**src/rtl/mbps_pkg.sv**
```systemverilog
`timescale 1ns / 1ps
// ----------------------------------------------------------------------------
// mbps_pkg: shared types and constants for the masked byte pattern search
// Request structs, configuration register indexes and window types.
// ----------------------------------------------------------------------------
package mbps_pkg;

    // longest pattern and the window that holds it
    localparam int PATTERN_MAX = 16;
    localparam int LEN_W       = $clog2(PATTERN_MAX + 1);
    localparam int CFG_DATA_W  = 64;
    localparam int CFG_INDEX_W = 3;

    // configuration register indexes
    localparam logic [CFG_INDEX_W-1:0] REG_PATTERN_LOW    = 3'd0;
    localparam logic [CFG_INDEX_W-1:0] REG_PATTERN_HIGH   = 3'd1;
    localparam logic [CFG_INDEX_W-1:0] REG_CARE_MASK      = 3'd2;
    localparam logic [CFG_INDEX_W-1:0] REG_PATTERN_LENGTH = 3'd3;
    localparam logic [CFG_INDEX_W-1:0] REG_RESULT_OFFSET  = 3'd4;

    // byte 0 is the oldest window byte / first pattern byte
    typedef logic [PATTERN_MAX-1:0][7:0] byte_vec_t;

    // one scanned byte
    typedef struct packed {
        logic [7:0]  data_byte;
        logic [31:0] byte_address;
        logic        region_last;
    } in_item_t;

    // one search result
    typedef struct packed {
        logic        found;
        logic [31:0] match_address;
    } out_item_t;

    // pattern settings seen by the compare unit
    typedef struct packed {
        byte_vec_t              pattern;
        logic [PATTERN_MAX-1:0] care_mask;
        logic [LEN_W-1:0]       eff_len;
    } match_cfg_t;

endpackage

```
**src/rtl/mbps_match.sv**
```systemverilog
`timescale 1ns / 1ps
// ----------------------------------------------------------------------------
// mbps_match: masked window compare
// Compares the newest eff_len window bytes with the pattern, all lanes at once.
// ----------------------------------------------------------------------------
module mbps_match (
    input  mbps_pkg::byte_vec_t        window,
    input  logic [mbps_pkg::LEN_W-1:0] fill,
    input  mbps_pkg::match_cfg_t       cfg,
    output logic                       hit
);
    import mbps_pkg::*;

    localparam int IDX_W = $clog2(PATTERN_MAX);

    logic [PATTERN_MAX-1:0] lane_ok;

    // one lane per pattern byte; lanes past the length always pass
    always_comb begin
        logic [LEN_W:0] pos;
        for (int i = 0; i < PATTERN_MAX; i++) begin
            pos = (LEN_W + 1)'(PATTERN_MAX) - {1'b0, cfg.eff_len} + (LEN_W + 1)'(i);
            if ((LEN_W)'(i) >= cfg.eff_len || !cfg.care_mask[i]) begin
                lane_ok[i] = 1'b1;
            end else begin
                lane_ok[i] = (window[pos[IDX_W-1:0]] == cfg.pattern[i]);
            end
        end
    end

    // enough bytes seen and every lane agrees
    assign hit = (fill >= cfg.eff_len) && (&lane_ok);

endmodule

```
**src/rtl/masked_byte_pattern_search.sv**
```systemverilog
`timescale 1ns / 1ps
// ----------------------------------------------------------------------------
// masked_byte_pattern_search: masked byte signature scan
// Finds the first masked pattern match in a byte region and reports its address.
// ----------------------------------------------------------------------------
// One byte of the region is taken per request and the block sustains one byte
// per clock while m_ready keeps the output register free: the request is
// registered, then once the output side has room the byte is shifted into a
// 16-byte window, all pattern lanes are compared in parallel and the result lands
// in an output register that drives m_valid. While that result waits on m_ready,
// one more byte can sit in the input register before s_ready drops. A region
// gives at most one result: found=1 with the match start address plus
// result_offset on the first match (the rest of the region is then dropped
// silently), or found=0 with address 0 on the region's last byte if nothing
// matched. Configuration is written through cfg_wr_en, cfg_index and cfg_data;
// the user must write it only while no byte is in flight, which the block itself
// does not enforce.
module masked_byte_pattern_search (
    input  logic                               aclk,
    input  logic                               aresetn,
    input  logic                               s_valid,
    output logic                               s_ready,
    input  mbps_pkg::in_item_t                 s_data,
    output logic                               m_valid,
    input  logic                               m_ready,
    output mbps_pkg::out_item_t                m_data,
    input  logic                               cfg_wr_en,
    input  logic [mbps_pkg::CFG_INDEX_W-1:0]   cfg_index,
    input  logic [mbps_pkg::CFG_DATA_W-1:0]    cfg_data
);
    import mbps_pkg::*;

    // configuration registers
    logic [63:0]            pattern_low_reg;
    logic [63:0]            pattern_high_reg;
    logic [PATTERN_MAX-1:0] care_mask_reg;
    logic [4:0]             pattern_length_reg;
    logic [31:0]            result_offset_reg;

    // input stage
    logic     in_valid_reg;
    in_item_t in_item_reg;

    // scan state
    byte_vec_t        window_reg;
    logic [LEN_W-1:0] fill_reg;
    logic             match_reported_reg;

    // output stage
    logic      out_valid_reg;
    out_item_t out_item_reg;

    logic             advance;
    logic             active;
    logic             hit;
    logic             produce;
    byte_vec_t        window_next;
    logic [LEN_W-1:0] fill_next;
    logic [LEN_W-1:0] eff_len;
    logic [31:0]      start_addr;
    match_cfg_t       match_cfg;

    // configuration writes
    always_ff @(posedge aclk) begin
        if (!aresetn) begin
            pattern_low_reg    <= '0;
            pattern_high_reg   <= '0;
            care_mask_reg      <= '1;
            pattern_length_reg <= 5'd1;
            result_offset_reg  <= '0;
        end else if (cfg_wr_en) begin
            unique case (cfg_index)
                REG_PATTERN_LOW:    pattern_low_reg    <= cfg_data;
                REG_PATTERN_HIGH:   pattern_high_reg   <= cfg_data;
                REG_CARE_MASK:      care_mask_reg      <= cfg_data[PATTERN_MAX-1:0];
                REG_PATTERN_LENGTH: pattern_length_reg <= cfg_data[4:0];
                REG_RESULT_OFFSET:  result_offset_reg  <= cfg_data[31:0];
                default: ;
            endcase
        end
    end

    // length clamped to 1..PATTERN_MAX
    always_comb begin
        if (pattern_length_reg == '0) begin
            eff_len = (LEN_W)'(1);
        end else if (pattern_length_reg > 5'(PATTERN_MAX)) begin
            eff_len = (LEN_W)'(PATTERN_MAX);
        end else begin
            eff_len = (LEN_W)'(pattern_length_reg);
        end
    end

    assign match_cfg.pattern   = {pattern_high_reg, pattern_low_reg};
    assign match_cfg.care_mask = care_mask_reg;
    assign match_cfg.eff_len   = eff_len;

    // handshake: the input register moves on when the output side has room
    assign advance = in_valid_reg && (!out_valid_reg || m_ready);
    assign s_ready = !in_valid_reg || advance;

    always_ff @(posedge aclk) begin
        if (!aresetn) begin
            in_valid_reg <= 1'b0;
        end else if (s_valid && s_ready) begin
            in_valid_reg <= 1'b1;
        end else if (advance) begin
            in_valid_reg <= 1'b0;
        end
    end

    always_ff @(posedge aclk) begin
        if (s_valid && s_ready) begin
            in_item_reg <= s_data;
        end
    end

    // shift the new byte in as the newest window entry
    assign window_next = {in_item_reg.data_byte, window_reg[PATTERN_MAX-1:1]};
    assign fill_next   = (fill_reg == (LEN_W)'(PATTERN_MAX)) ? fill_reg
                                                             : fill_reg + 1'b1;

    mbps_match u_match (
        .window (window_next),
        .fill   (fill_next),
        .cfg    (match_cfg),
        .hit    (hit)
    );

    assign active     = !match_reported_reg;
    assign produce    = active && (hit || in_item_reg.region_last);
    assign start_addr = in_item_reg.byte_address - 32'(eff_len - 1'b1) + result_offset_reg;

    // scan state update, cleared at the end of each region
    always_ff @(posedge aclk) begin
        if (!aresetn) begin
            window_reg         <= '0;
            fill_reg           <= '0;
            match_reported_reg <= 1'b0;
        end else if (advance) begin
            if (in_item_reg.region_last) begin
                window_reg         <= '0;
                fill_reg           <= '0;
                match_reported_reg <= 1'b0;
            end else if (active) begin
                window_reg <= window_next;
                fill_reg   <= fill_next;
                if (hit) begin
                    match_reported_reg <= 1'b1;
                end
            end
        end
    end

    // result register
    always_ff @(posedge aclk) begin
        if (!aresetn) begin
            out_valid_reg <= 1'b0;
        end else if (advance && produce) begin
            out_valid_reg <= 1'b1;
        end else if (m_ready) begin
            out_valid_reg <= 1'b0;
        end
    end

    always_ff @(posedge aclk) begin
        if (advance && produce) begin
            out_item_reg.found         <= hit;
            out_item_reg.match_address <= hit ? start_addr : '0;
        end
    end

    assign m_valid = out_valid_reg;
    assign m_data  = out_item_reg;

endmodule

```
**config.mk**
```make
export PLATFORM = sky130hd
export DESIGN_NAME = masked_byte_pattern_search
export DESIGN_NICKNAME = d
export VERILOG_FILES = /design/src/rtl/mbps_pkg.sv /design/src/rtl/mbps_match.sv /design/src/rtl/masked_byte_pattern_search.sv
export SDC_FILE = /design/constraint.sdc
export NUM_CORES = 1
export LEC_CHECK = 0
export BUFFER_PORTS_ARGS = -buffer_cell sky130_fd_sc_hd__clkbuf_2
export CORE_ASPECT_RATIO = 0.8
export CORE_MARGIN = 2
export CORE_UTILIZATION = 55
export CTS_CLUSTER_SIZE = 28
export DETAILED_ROUTE_END_ITERATION = 12
export PLACE_DENSITY = 0.7
export SYNTH_ARGS = -nofsm -noshare
export SYNTH_HDL_FRONTEND = slang
export SYNTH_SLANG_ARGS = --single-unit
```
**constraint.sdc**
```tcl
create_clock -name aclk -period 11.8 [get_ports aclk]
set_input_delay 1.77 -clock aclk [delete_from_list [all_inputs] [get_ports aclk]]
set_output_delay 1.77 -clock aclk [all_outputs]
set_load 0.01 [all_outputs]
```
== Word-level counts from Yosys, hierarchy flattened ==
Index checks and enable logic that the tools add are counted.
Cells by class
  add/sub/neg operators: 20
  magnitude comparators: 34
  equal/unequal tests: 22
  mux-type cells: 62
  reductions and logical operators: 54
Operators with widths (number)
  8-bit binary-select mux with 4-bit select: 16
  128-bit two-way mux: 2
  8-bit equality test: 16
  8-bit two-way mux: 16
  4-bit by 5-bit < comparator with 1-bit output (second input constant): 16
  4-bit by 5-bit greater-or-equal comparator with 1-bit output (first input constant): 8
  32-bit adder: 1
  4-bit adder (second input constant): 8
  32-bit subtractor: 1
  5-bit two-way mux: 5
  1-bit two-way mux: 23
  3-bit by 5-bit greater-or-equal comparator with 1-bit output (first input constant): 4
  1-bit logical NOT: 19
  1-bit logical OR: 19
  4-bit by 3-bit adder with 4-bit output (second input constant): 4
  16-bit AND reduction: 1
  2-bit AND reduction: 6
  1-bit by 5-bit greater-or-equal comparator with 1-bit output (first input constant): 2
  2-bit by 5-bit greater-or-equal comparator with 1-bit output (first input constant): 2
  4-bit by 2-bit adder with 4-bit output (second input constant): 2
  3-bit by 2-bit equality test with 1-bit output (second input constant): 2
  5-bit by 1-bit subtractor with 6-bit output (second input constant): 1
  5-bit by 1-bit adder with 5-bit output (second input constant): 1
  5-bit equality test (second input constant): 1
  other kinds (11): 16
Word-level totals
  register bits: 383
  output and inout port bits: 35
  word-level logic and storage cells: 221

== Longest topological paths before layout ==
Gate-level depths: netlist of the first run.
  depth in word-level cells: 15
  mapped depth: 29
  mapped depth without buffers: 20

== Modules after synthesis ==
From an unflattened synthesis of the first run, not the netlist that was laid out.
Unflattened totals
  cells, all modules: 2727
  area total of the unflattened synthesis: 25235.5 um^2
By module, submodules not included
  masked_byte_pattern_search: times used 1, cells an instance 1751, area each 16530.9 um^2, seq. area each 8408.1 um^2
  mbps_match: times used 1, cells an instance 976, area each 8704.6 um^2, seq. area each 0.0 um^2

== Worst setup path before layout of the first run ==
Ideal clock, no wire load.
  path type: reg2reg
  start point: register pattern_length_reg[2]
  end point: register out_item_reg, in the netlist m_data[0], enable pin
  data arrival time: 7.837 ns
  path slack: 3.489 ns
  stages on the path, launching flop included: 29
  clock period less this slack: 8.311 ns
  path through: dfxtp_1 > buf_4 > nor3_2 > o21ai_1 > buf_6 > inv_2 > buf_6 > buf_4 > buf_6 > ha_1 > buf_2 > inv_2 > clkbuf_1 > clkbuf_1 > ha_1 > nand3_1 > o21ai_0 > o21a_1 > clkbuf_1 > clkbuf_1 > mux2i_1 > nor2_1 > a21oi_1 > xnor2_1 > nor4_1 > a21oi_1 > a311oi_1 > nand4_2 > a21boi_0
On the way
  longest elaborated chain between the ends: 14
Ends and longest elaborated chain
  start, declared: line masked_byte_pattern_search.sv:37  | logic [4:0] pattern_length_reg;
  start signal, assigned: line masked_byte_pattern_search.sv:76  | REG_PATTERN_LENGTH: pattern_length_reg <= cfg_data[4:0];
  5-bit > comparator: line masked_byte_pattern_search.sv:87  | end else if (pattern_length_reg > 5'(PATTERN_MAX)) begin
  5-bit two-way mux: line masked_byte_pattern_search.sv:87
  5-bit two-way mux (*): line masked_byte_pattern_search.sv:85  | if (pattern_length_reg == '0) begin
  1-bit by 4-bit subtractor with 4-bit output: line mbps_match.sv:22  | pos = (LEN_W + 1)'(PATTERN_MAX) - {1'b0, cfg.eff_len} + (LEN_W + 1)'(i);
  4-bit by 1-bit adder with 4-bit output, or another cell as far along: line mbps_match.sv:22
  8-bit binary-select mux with 4-bit select: line mbps_match.sv:26  | lane_ok[i] = (window[pos[IDX_W-1:0]] == cfg.pattern[i]);
  8-bit two-way mux (implied by the code): line mbps_match.sv:26
  8-bit equality test: line mbps_match.sv:26
  1-bit two-way mux: line mbps_match.sv:23  | if ((LEN_W)'(i) >= cfg.eff_len || !cfg.care_mask[i]) begin
  16-bit AND reduction: line mbps_match.sv:32  | assign hit = (fill >= cfg.eff_len) && (&lane_ok);
  1-bit logical AND (*): line mbps_match.sv:32
  1-bit logical OR (*): line masked_byte_pattern_search.sv:131  | assign produce = active && (hit || in_item_reg.region_last);
  1-bit logical AND (*): line masked_byte_pattern_search.sv:131
  1-bit logical AND (*): line masked_byte_pattern_search.sv:167  | if (advance && produce) begin
  end, declared: line masked_byte_pattern_search.sv:51  | out_item_t out_item_reg;
Every way passes the cells marked *; elsewhere a longest branch is shown, timed or not. The select of a mux whose other input is x is not followed.
A chain may end at the register's enable or synchronous reset.

== Worst setup path after layout of the first run ==
  start point: register pattern_length_reg[3]
  end point: register out_item_reg, in the netlist m_data[31], enable pin
Same word-level chain as after synthesis.

==> results of run 1 <==
[power breakdown]
group | switching, W | leakage (nW) | internal, W
registers | 0.0000248 | 3.21 | 0.00136
clock network | 0.000578 | 0.722 | 0.000828
logic | 0.000279 | 7.25 | 0.000187
[kinds of logic (layout without fill, tap and decap cells)]
kind of cell | count (synthesis) | count (layout) | share of synthesized area
fa+ha+maj | 75 | 75 | 0.0472
flops | 383 | 383 | 0.339
buf+inv | 302 | 377 | 0.0511
mux | 416 | 416 | 0.228
simple gates | 758 | 758 | 0.141
xor+xnor | 165 | 165 | 0.0600
compound gates | 462 | 462 | 0.134
other cells | 1 | 26 | 0.000151
[per-stage QoR]
stage / setup slack (ns) / util / cell area, sq um
2_1_floorplan: 3.49 / - / 24900
3_3_place_gp: 4.94 / 0.583 / 25900
3_5_place_dp: 4.78 / 0.583 / 25900
4_1_cts: 4.77 / 0.617 / 27400
5_1_grt: 4.23 / 0.617 / 27400
6_report: 4.80 / 0.617 / 27400
[worst paths after layout]
path / start / to / slack [ns] / cells after the start
worst max-delay path: pattern_length_reg[3] / m_data[31] / 4.80 / 19
worst min-delay path: result_offset_reg[29] / result_offset_reg[29] / 0.47 / 2
worst max register to register: pattern_length_reg[3] / m_data[31] / 4.80 / 19
worst min register to register: result_offset_reg[29] / result_offset_reg[29] / 0.47 / 2
[cell usage in the layout (no fill, tap or decap), types with 74 or more instances in the layout]
cell type,netlist,final
mux2i_1,286,286
xnor2_1,102,100
edfxtp_1,74,74
inv_1,120,120
nand2_1,436,435
a21boi_0,163,162
dfxtp_1,309,309
a22oi_1,128,128
mux4_2,118,118
clkbuf_2,0,147
nor2b_1,140,139
[critical path, delay by kind of cell, from the launching register on]
family / cells / cell delay, ns
simple gates: 4 / 0.83
buf+inv: 4 / 0.95
xor+xnor: 1 / 0.19
compound gates: 6 / 2.95
flops: 1 / 0.64
mux: 2 / 0.43
fa+ha+maj: 2 / 0.59
[cell usage after synthesis (6+ instances only)]
library cell	instances
and3_1	20
edfxtp_1	74
clkbuf_1	117
a21o_1	21
o211ai_1	7
a22o_1	9
a22oi_1	128
nand3_1	28
mux2_2	12
nand4_1	25
buf_1	13
nand2b_1	8
a31oi_1	17
ha_1	44
a21boi_0	163
o21a_1	8
nor2b_1	140
buf_6	8
mux2i_1	286
mux4_2	118
xor2_1	58
o21ai_0	31
a21oi_1	39
nor3_1	10
xnor2_1	102
fa_1	31
inv_1	120
nor2_1	60
buf_2	30
nor4_1	6
a221oi_1	8
buf_4	10
nand2_1	436
dfxtp_1	309
[per-layer routing]
metal / vias to the layer above / global-route usage
li1: 9194 / -
met4: 0 / 0.101
met5: - / 0
met3: 141 / 0.0699
met1: 9966 / 0.480
met2: 848 / 0.472
[layout make-up]
cell class              count  area share
clock buffers              58      0.0466
clock inverters            18     0.00735
inverters                 124      0.0170
multi-input cells        1902       0.560
flip-flops and latches    383       0.307
well taps                 603      0.0275
repair buffers            177      0.0353
==> flow_summary.json, run 1 <==
{
  "status": "completed",
  "routed_via_density": 6.17,
  "power_leakage_nw": 11.2,
  "drt_iter0_drc": 2169,
  "wl_met2_mm": 32.7,
  "startpoint_type": "flop",
  "synth_flop_cell": "dfxtp_1",
  "hold_slack_ns": 0.467,
  "die-area_sq_mm": 0.0469,
  "synth.top_cell.area_share": 0.249,
  "ctsResizeCount": 0,
  "yosysTopAreaCell": "dfxtp_1",
  "core_area_sq_mm": 0.0445,
  "peakVddDrop_uv": 119,
  "rows": 69,
  "crit_path_cell_trace": "nor3_2 > o21ai_4 > clkinv_2 > ha_1 > buf_4 > inv_2 > ha_1 > o21ai_0 > o21a_1 > mux2i_1 > mux2i_1 > xnor2_1 > nand4_1 > nor4_1 > o221ai_1 > a311oi_1 > nand4_2 > buf_4 > a21boi_4",
  "synth_edf_count": 74,
  "fp.dieH_um": 194,
  "worst_pin_slew_ns": 1.18,
  "clk_path_buf_depth": 3,
  "routedLengthMet1_mm": 35.2,
  "power_density_mw_per_mm2": 119,
  "port_buffers": 147,
  "regArea_sq_mm": 0.00841,
  "num_vias": 20100,
  "syn2layout_area_growth_pct": 10.4,
  "avgSynthCellArea_sq_um": 9.69,
  "tns_ns": 0,
  "place_congestion": 1.00,
  "crit_type": "reg -> reg",
  "worstPathRequired_ns": 11.99,
  "fin_crit_sh": 0.593,
  "wl_per_cell_um": 23.6,
  "antenna_left": 0,
  "final.min_clock_period_ns": 7.00,
  "p_total_w": 0.00326,
  "finalMaxSlewViolations": 0,
  "clk_pin_slew_ns": 0.06,
  "grt.overflow.total": 0,
  "synth_area_leaders": "dfxtp_1, mux2i_1, mux4_2",
  "critPathMaxFanout": 34,
  "worstSkewPairLatency_ns": 0.58,
  "rsz0062_at_grt": "no",
  "fin_nets": 2818,
  "max_freq_mhz": 143,
  "antenna_cells": 0,
  "tritoncts": "yes",
  "post-route-drc-count": 0,
  "synth_cells": 2562,
  "grt_pass1_wl_mm": 118,
  "async_flop_share": 0,
  "hold_buffers": 0,
  "dp_cells": 3189,
  "initial_core_util": 0.559,
  "grt_start_max_net_pins": 122,
  "cp-end-kind": "flop",
  "first_global_vias": 19100,
  "arrival_ns": 7.19,
  "yosysWarnings": 0,
  "skew_ns": 0.0202,
  "multi_input_area_sq_mm": 0.0153,
  "nFillCells": 3758,
  "gr-usage-all-layers": 0.324,
  "largest_reg_flops": 120,
  "post-dp-hpwl_mm": 56.5,
  "slew_headroom": 0.210,
  "die_w_um": 242,
  "cts_max_level": 2,
  "ys_types": 71,
  "cts_made_buffers": 42,
  "ys_ff_latch": 383,
  "yosysSeqAreaShare": 0.339,
  "netlist_area_sq_mm": 0.0248,
  "postCtsSetupBuffers": 0,
  "antenna_found_initial": 1,
  "slowest_stage": "o21a_1",
  "top_layer": "met4",
  "cts_root_buf": "clkbuf_16",
  "cp_slowest_stage_delay_ns": 0.94,
  "cts_sinks": 383,
  "finalSetupViolCount": 0,
  "pin_count": 148,
  "final-hold-violation-count": 0,
  "firstDrtPassIters": 6,
  "drive_gt1_frac": 0.156,
  "hold_path.class": "reg -> reg",
  "routed_wl_mm": 77.2,
  "met3_length_mm": 6.84,
  "max_cap_viol_count": 0,
  "final_cells": 3265
}
(Power assumes the default switching activity.)
==> run 2: changes to the inputs <==
- clock period: 11.8 -> 6.9 ns (I/O delays scaled with it)
==> flow_summary.json, run 2 (synthesis gave the netlist of run 1 again) <==
{
  "status": "completed",
  "max_cap_viol_count": 0,
  "hold_path.startpoint": "result_offset_reg[22]",
  "grt_pass1_wl_mm": 116,
  "power_density_mw_per_mm2": 199,
  "antenna_found_initial": 3,
  "crit_type": "reg -> reg",
  "cts_sinks": 383,
  "swShare": 0.274,
  "peakVddDrop_uv": 187,
  "p_seq_frac": 0.435,
  "p_switching_w": 0.00149,
  "place_congestion": 0.951,
  "rr_startpoint": "pattern_length_reg[3]",
  "met3_length_mm": 7.95,
  "syn2layout_area_growth_pct": 10.4,
  "cts_root_buf": "clkbuf_16",
  "first_global_vias": 19200,
  "ff2ff_setup_slack_ns": 0.46,
  "cp_top_family": "compound AO/OA/AOI/OAI gates",
  "routed_wl_mm": 76.5,
  "clk_path_buf_depth": 3,
  "tritoncts": "yes",
  "core_area_sq_mm": 0.0445,
  "clk_pin_slew_ns": 0.06,
  "fin_nets": 2831,
  "clkPwrFrac": 0.417,
  "pre_cts_slack_ns": 0.704,
  "wl_per_cell_um": 23.3,
  "antenna_left": 0,
  "post-dp-hpwl_mm": 56.2,
  "power_leakage_nw": 11.2,
  "cp-startpoint": "pattern_length_reg[3]",
  "hold_slack_ns": 0.469,
  "fin_crit_sh": 0.933,
  "reg2reg_to": "m_data[29]",
  "slew_headroom": 0.138,
  "cp_slowest_stage_delay_ns": 0.74,
  "multi_input_area_sq_mm": 0.0153,
  "die_w_um": 242,
  "critPathMaxFanout": 37,
  "hold_buffers": 0,
  "port_buffers": 147,
  "rr_worst_depth": 19,
  "rows": 69,
  "fp.dieH_um": 194,
  "worst_pin_slew_ns": 1.29,
  "skew_ns": 0.0148,
  "gr-usage-all-layers": 0.320,
  "drive_gt1_frac": 0.157,
  "ctsResizeCount": 0,
  "final.min_clock_period_ns": 6.44,
  "regArea_sq_mm": 0.00841,
  "cts_made_buffers": 41,
  "crit_buf_inv": 3,
  "final-hold-violation-count": 0,
  "tns_ns": 0,
  "hold_path.class": "reg -> reg",
  "arrival_ns": 6.82,
  "die-area_sq_mm": 0.0469,
  "num_vias": 20200,
  "finalMaxSlewViolations": 0,
  "final_cell_mix": "nand2_1, dfxtp_1, mux2i_1, a21boi_0, clkbuf_2",
  "finalSetupViolCount": 0,
  "initial_core_util": 0.559,
  "routedLengthMet1_mm": 33.7,
  "worstSkewPairLatency_ns": 0.58,
  "p_total_w": 0.00546,
  "startpoint_type": "flop",
  "worstPathRequired_ns": 7.28,
  "drt_iter0_drc": 2137,
  "crit_path_cell_trace": "nor3_2 > o21ai_4 > clkinv_2 > ha_1 > inv_2 > buf_4 > fa_1 > ha_1 > a21oi_1 > o21ai_0 > o22a_1 > a311o_1 > a211oi_1 > o21ai_0 > a21oi_1 > nor3_1 > a21o_1 > a211oi_1 > a2111oi_2",
  "grt.overflow.total": 0,
  "pin_count": 148,
  "rsz0062_at_grt": "no",
  "cts_max_level": 2,
  "largest_reg_flops": 120,
  "top_layer": "met5",
  "postCtsSetupBuffers": 0,
  "nFillCells": 3778,
  "setup_ws_ns": 0.459,
  "p_int_w": 0.00396,
  "slowest_stage": "o21ai_0",
  "routed_via_density": 6.16,
  "grt_start_max_net_pins": 146,
  "hold_path_depth": 2,
  "fin_util": 0.616,
  "max_freq_mhz": 155,
  "final_common_cell": "nand2_1",
  "firstDrtPassIters": 5,
  "wl_met2_mm": 32.6,
  "holdPathEnd": "result_offset_reg[22]",
  "cp-end-kind": "flop",
  "power_frac_comb": 0.148,
  "post-route-drc-count": 0
}
==> run 2: cell type report <==
cell class	instances	area share
diodes	1	0.0000913
inverters	124	0.0170
repair buffers	191	0.0391
clock inverters	20	0.00726
multi-input cells	1902	0.560
well taps	603	0.0275
clock buffers	55	0.0424
flip-flops and latches	383	0.307
==> run 2: how the worst max path moves through the flow <==
stage | to | depth (start not counted)
2_1_floorplan | m_data[0] | 28
3_3_place_gp | m_data[31] | 20
3_5_place_dp | m_data[29] | 19
4_1_cts | m_data[29] | 19
5_1_grt | m_data[29] | 19
6_report | m_data[29] | 19
==> run 2: power groups by stage <==
stage / Clock [W] / Sequential (W) / Combinational (W)
2_1_floorplan: 0 / 0.00241 / 0.000564
3_3_place_gp: 0 / 0.00242 / 0.000771
3_5_place_dp: 0 / 0.00242 / 0.000790
4_1_cts: 0.00231 / 0.00237 / 0.000795
5_1_grt: 0.00239 / 0.00238 / 0.000878
6_report: 0.00228 / 0.00237 / 0.000806
==> run 2: through the flow <==
step	cell area (sq um)	instances
5_1_grt	27400	3279
3_5_place_dp	26000	3203
4_1_cts	27400	3278
3_3_place_gp	26000	3203
6_report	27400	3279
2_1_floorplan	24900	2587
==> run 2: layer usage <==
metal | vias to the layer above | global-route usage
met5 | - | 0
met1 | 10000 | 0.462
met2 | 847 | 0.461
met3 | 130 | 0.0952
met4 | 4 | 0.0959
li1 | 9198 | -
==> run 2: tightest hold or removal path, cell delays in order (launching register included) <==
cell and delay, ns:
dfxtp_1 0.31, nand2_1 0.05, a21boi_0 0.06
==> run 3: changes to the inputs <==
- PLACE_DENSITY: 0.7 -> 0.73
- clock period: 6.9 -> 5.2 ns (I/O delays scaled with it)
==> flow_summary.json, run 3 (synthesis gave the netlist of run 1 again) <==
{
  "critPathMaxFanout": 13,
  "pin_count": 148,
  "slew_headroom": 0.266,
  "antenna_found_initial": 0,
  "crit_type": "reg -> reg",
  "startpoint_type": "flop",
  "port_buffers": 147,
  "post-dp-hpwl_mm": 57.6,
  "p_total_w": 0.00769,
  "pre_cts_slack_ns": -0.0273,
  "worstSkewPairLatency_ns": 0.60,
  "clk_pin_slew_ns": 0.07,
  "crit_buf_inv": 1,
  "post-route-drc-count": 0,
  "initial_core_util": 0.559,
  "wl_per_cell_um": 23.8,
  "first_global_vias": 19800,
  "cts_max_level": 2,
  "core_area_sq_mm": 0.0445,
  "grt_pass1_wl_mm": 120,
  "worstPathRequired_ns": 5.52,
  "fp.dieH_um": 194,
  "tritoncts": "yes",
  "hold_path.class": "in -> reg",
  "cts_sinks": 383,
  "die-area_sq_mm": 0.0469,
  "arrival_ns": 5.34,
  "worst_pin_slew_ns": 1.10,
  "dp_cells": 3253,
  "max_cap_viol_count": 0,
  "drive_gt1_frac": 0.182,
  "finalMaxSlewViolations": 0,
  "firstDrtPassIters": 7,
  "cp_slowest_stage_delay_ns": 0.47,
  "hold_buffers": 0,
  "cp_top_family": "compound AO/OA/AOI/OAI gates",
  "antenna_left": 0,
  "place_congestion": 0.994,
  "max_freq_mhz": 199,
  "fin_crit_sh": 0.965,
  "power_leakage_nw": 11.7,
  "drt_iter0_drc": 2307,
  "slowest_stage": "or3_1",
  "largest_reg_flops": 120,
  "setup_ws_ns": 0.183,
  "routed_via_density": 6.21,
  "final-hold-violation-count": 0,
  "rows": 69,
  "grt.overflow.total": 0,
  "final_cell_mix": "nand2_1, dfxtp_1, mux2i_1, a21boi_0, clkbuf_2",
  "cp-end-kind": "flop",
  "status": "completed",
  "die_w_um": 242,
  "crit_path_cell_trace": "buf_4 > or3_1 > or2_2 > a21boi_1 > fa_1 > ha_1 > o21a_1 > o21a_1 > o22a_1 > a311o_1 > a211oi_4 > o21ai_2 > a21oi_1 > nor3_2 > a211o_1 > a21oi_1 > xnor2_1 > nor2_1",
  "grt_start_max_net_pins": 179,
  "rsz0062_at_grt": "yes",
  "cts_root_buf": "clkbuf_16",
  "gr-usage-all-layers": 0.333,
  "num_vias": 20700,
  "final_cells": 3338,
  "finalSetupViolCount": 0,
  "cts_made_buffers": 41,
  "final.min_clock_period_ns": 5.02,
  "peakVddDrop_uv": 288,
  "clk_path_buf_depth": 3,
  "final_common_cell": "nand2_1",
  "power_density_mw_per_mm2": 271,
  "skew_ns": 0.0312,
  "routed_wl_mm": 79.4,
  "syn2layout_area_growth_pct": 14.2,
  "fin_nets": 2889
}
==> run 3: worst paths after layout <==
kind                                             from  slack, ns  cells after the start               endpoint
worst min-delay path                        s_data[1]       0.35                      1         in_item_reg[1]
worst max register to register  pattern_length_reg[3]       0.18                     18             m_data[31]
worst min register to register  result_offset_reg[11]       0.46                      2  result_offset_reg[11]
worst max-delay path            pattern_length_reg[3]       0.18                     18             m_data[31]
==> run 3: stage by stage <==
stage / hold WS (ns) / cell area [sq um] / util / TNS (ns)
global placement: 0.456 / 26700 / 0.600 / 0
global route: 0.346 / 28400 / 0.638 / -0.00940
finish: 0.352 / 28400 / 0.638 / 0
floorplan: 0.434 / 25200 / - / -1.51
detailed placement: 0.457 / 26700 / 0.600 / -0.0273
CTS: 0.338 / 28200 / 0.635 / 0
==> run 3: report_power, final <==
group          switching [W]  internal, W
clock network        0.00132      0.00207
logic               0.000668     0.000473
registers          0.0000552      0.00310
total                0.00205      0.00564
==> run 3: cell type report <==
class | count | area (sq um)
clock buffer | 60 | 1240
timing repair buffer | 249 | 1680
sequential | 383 | 8410
multi-input combinational | 1902 | 15500
fill | 3642 | 16100
inverter | 124 | 485
tap | 603 | 754
clock inverter | 16 | 320
antenna | 1 | 2.50
==> run 3: per-layer routing <==
layer  up-vias  GRT usage  share of wire
li1       9351          -              -
met1     10200      0.482           0.43
met2       998      0.490           0.43
met3       167     0.0793           0.11
met4         2     0.0998          0.030
met5         -     0.0183         0.0014
==> run 3: repair_timing <==
item                       4_1_cts  5_1_grt
setup buffers                    0        8
setup endpoints to repair        1       65
gates resized for setup          1       19
pin swaps                        0        3
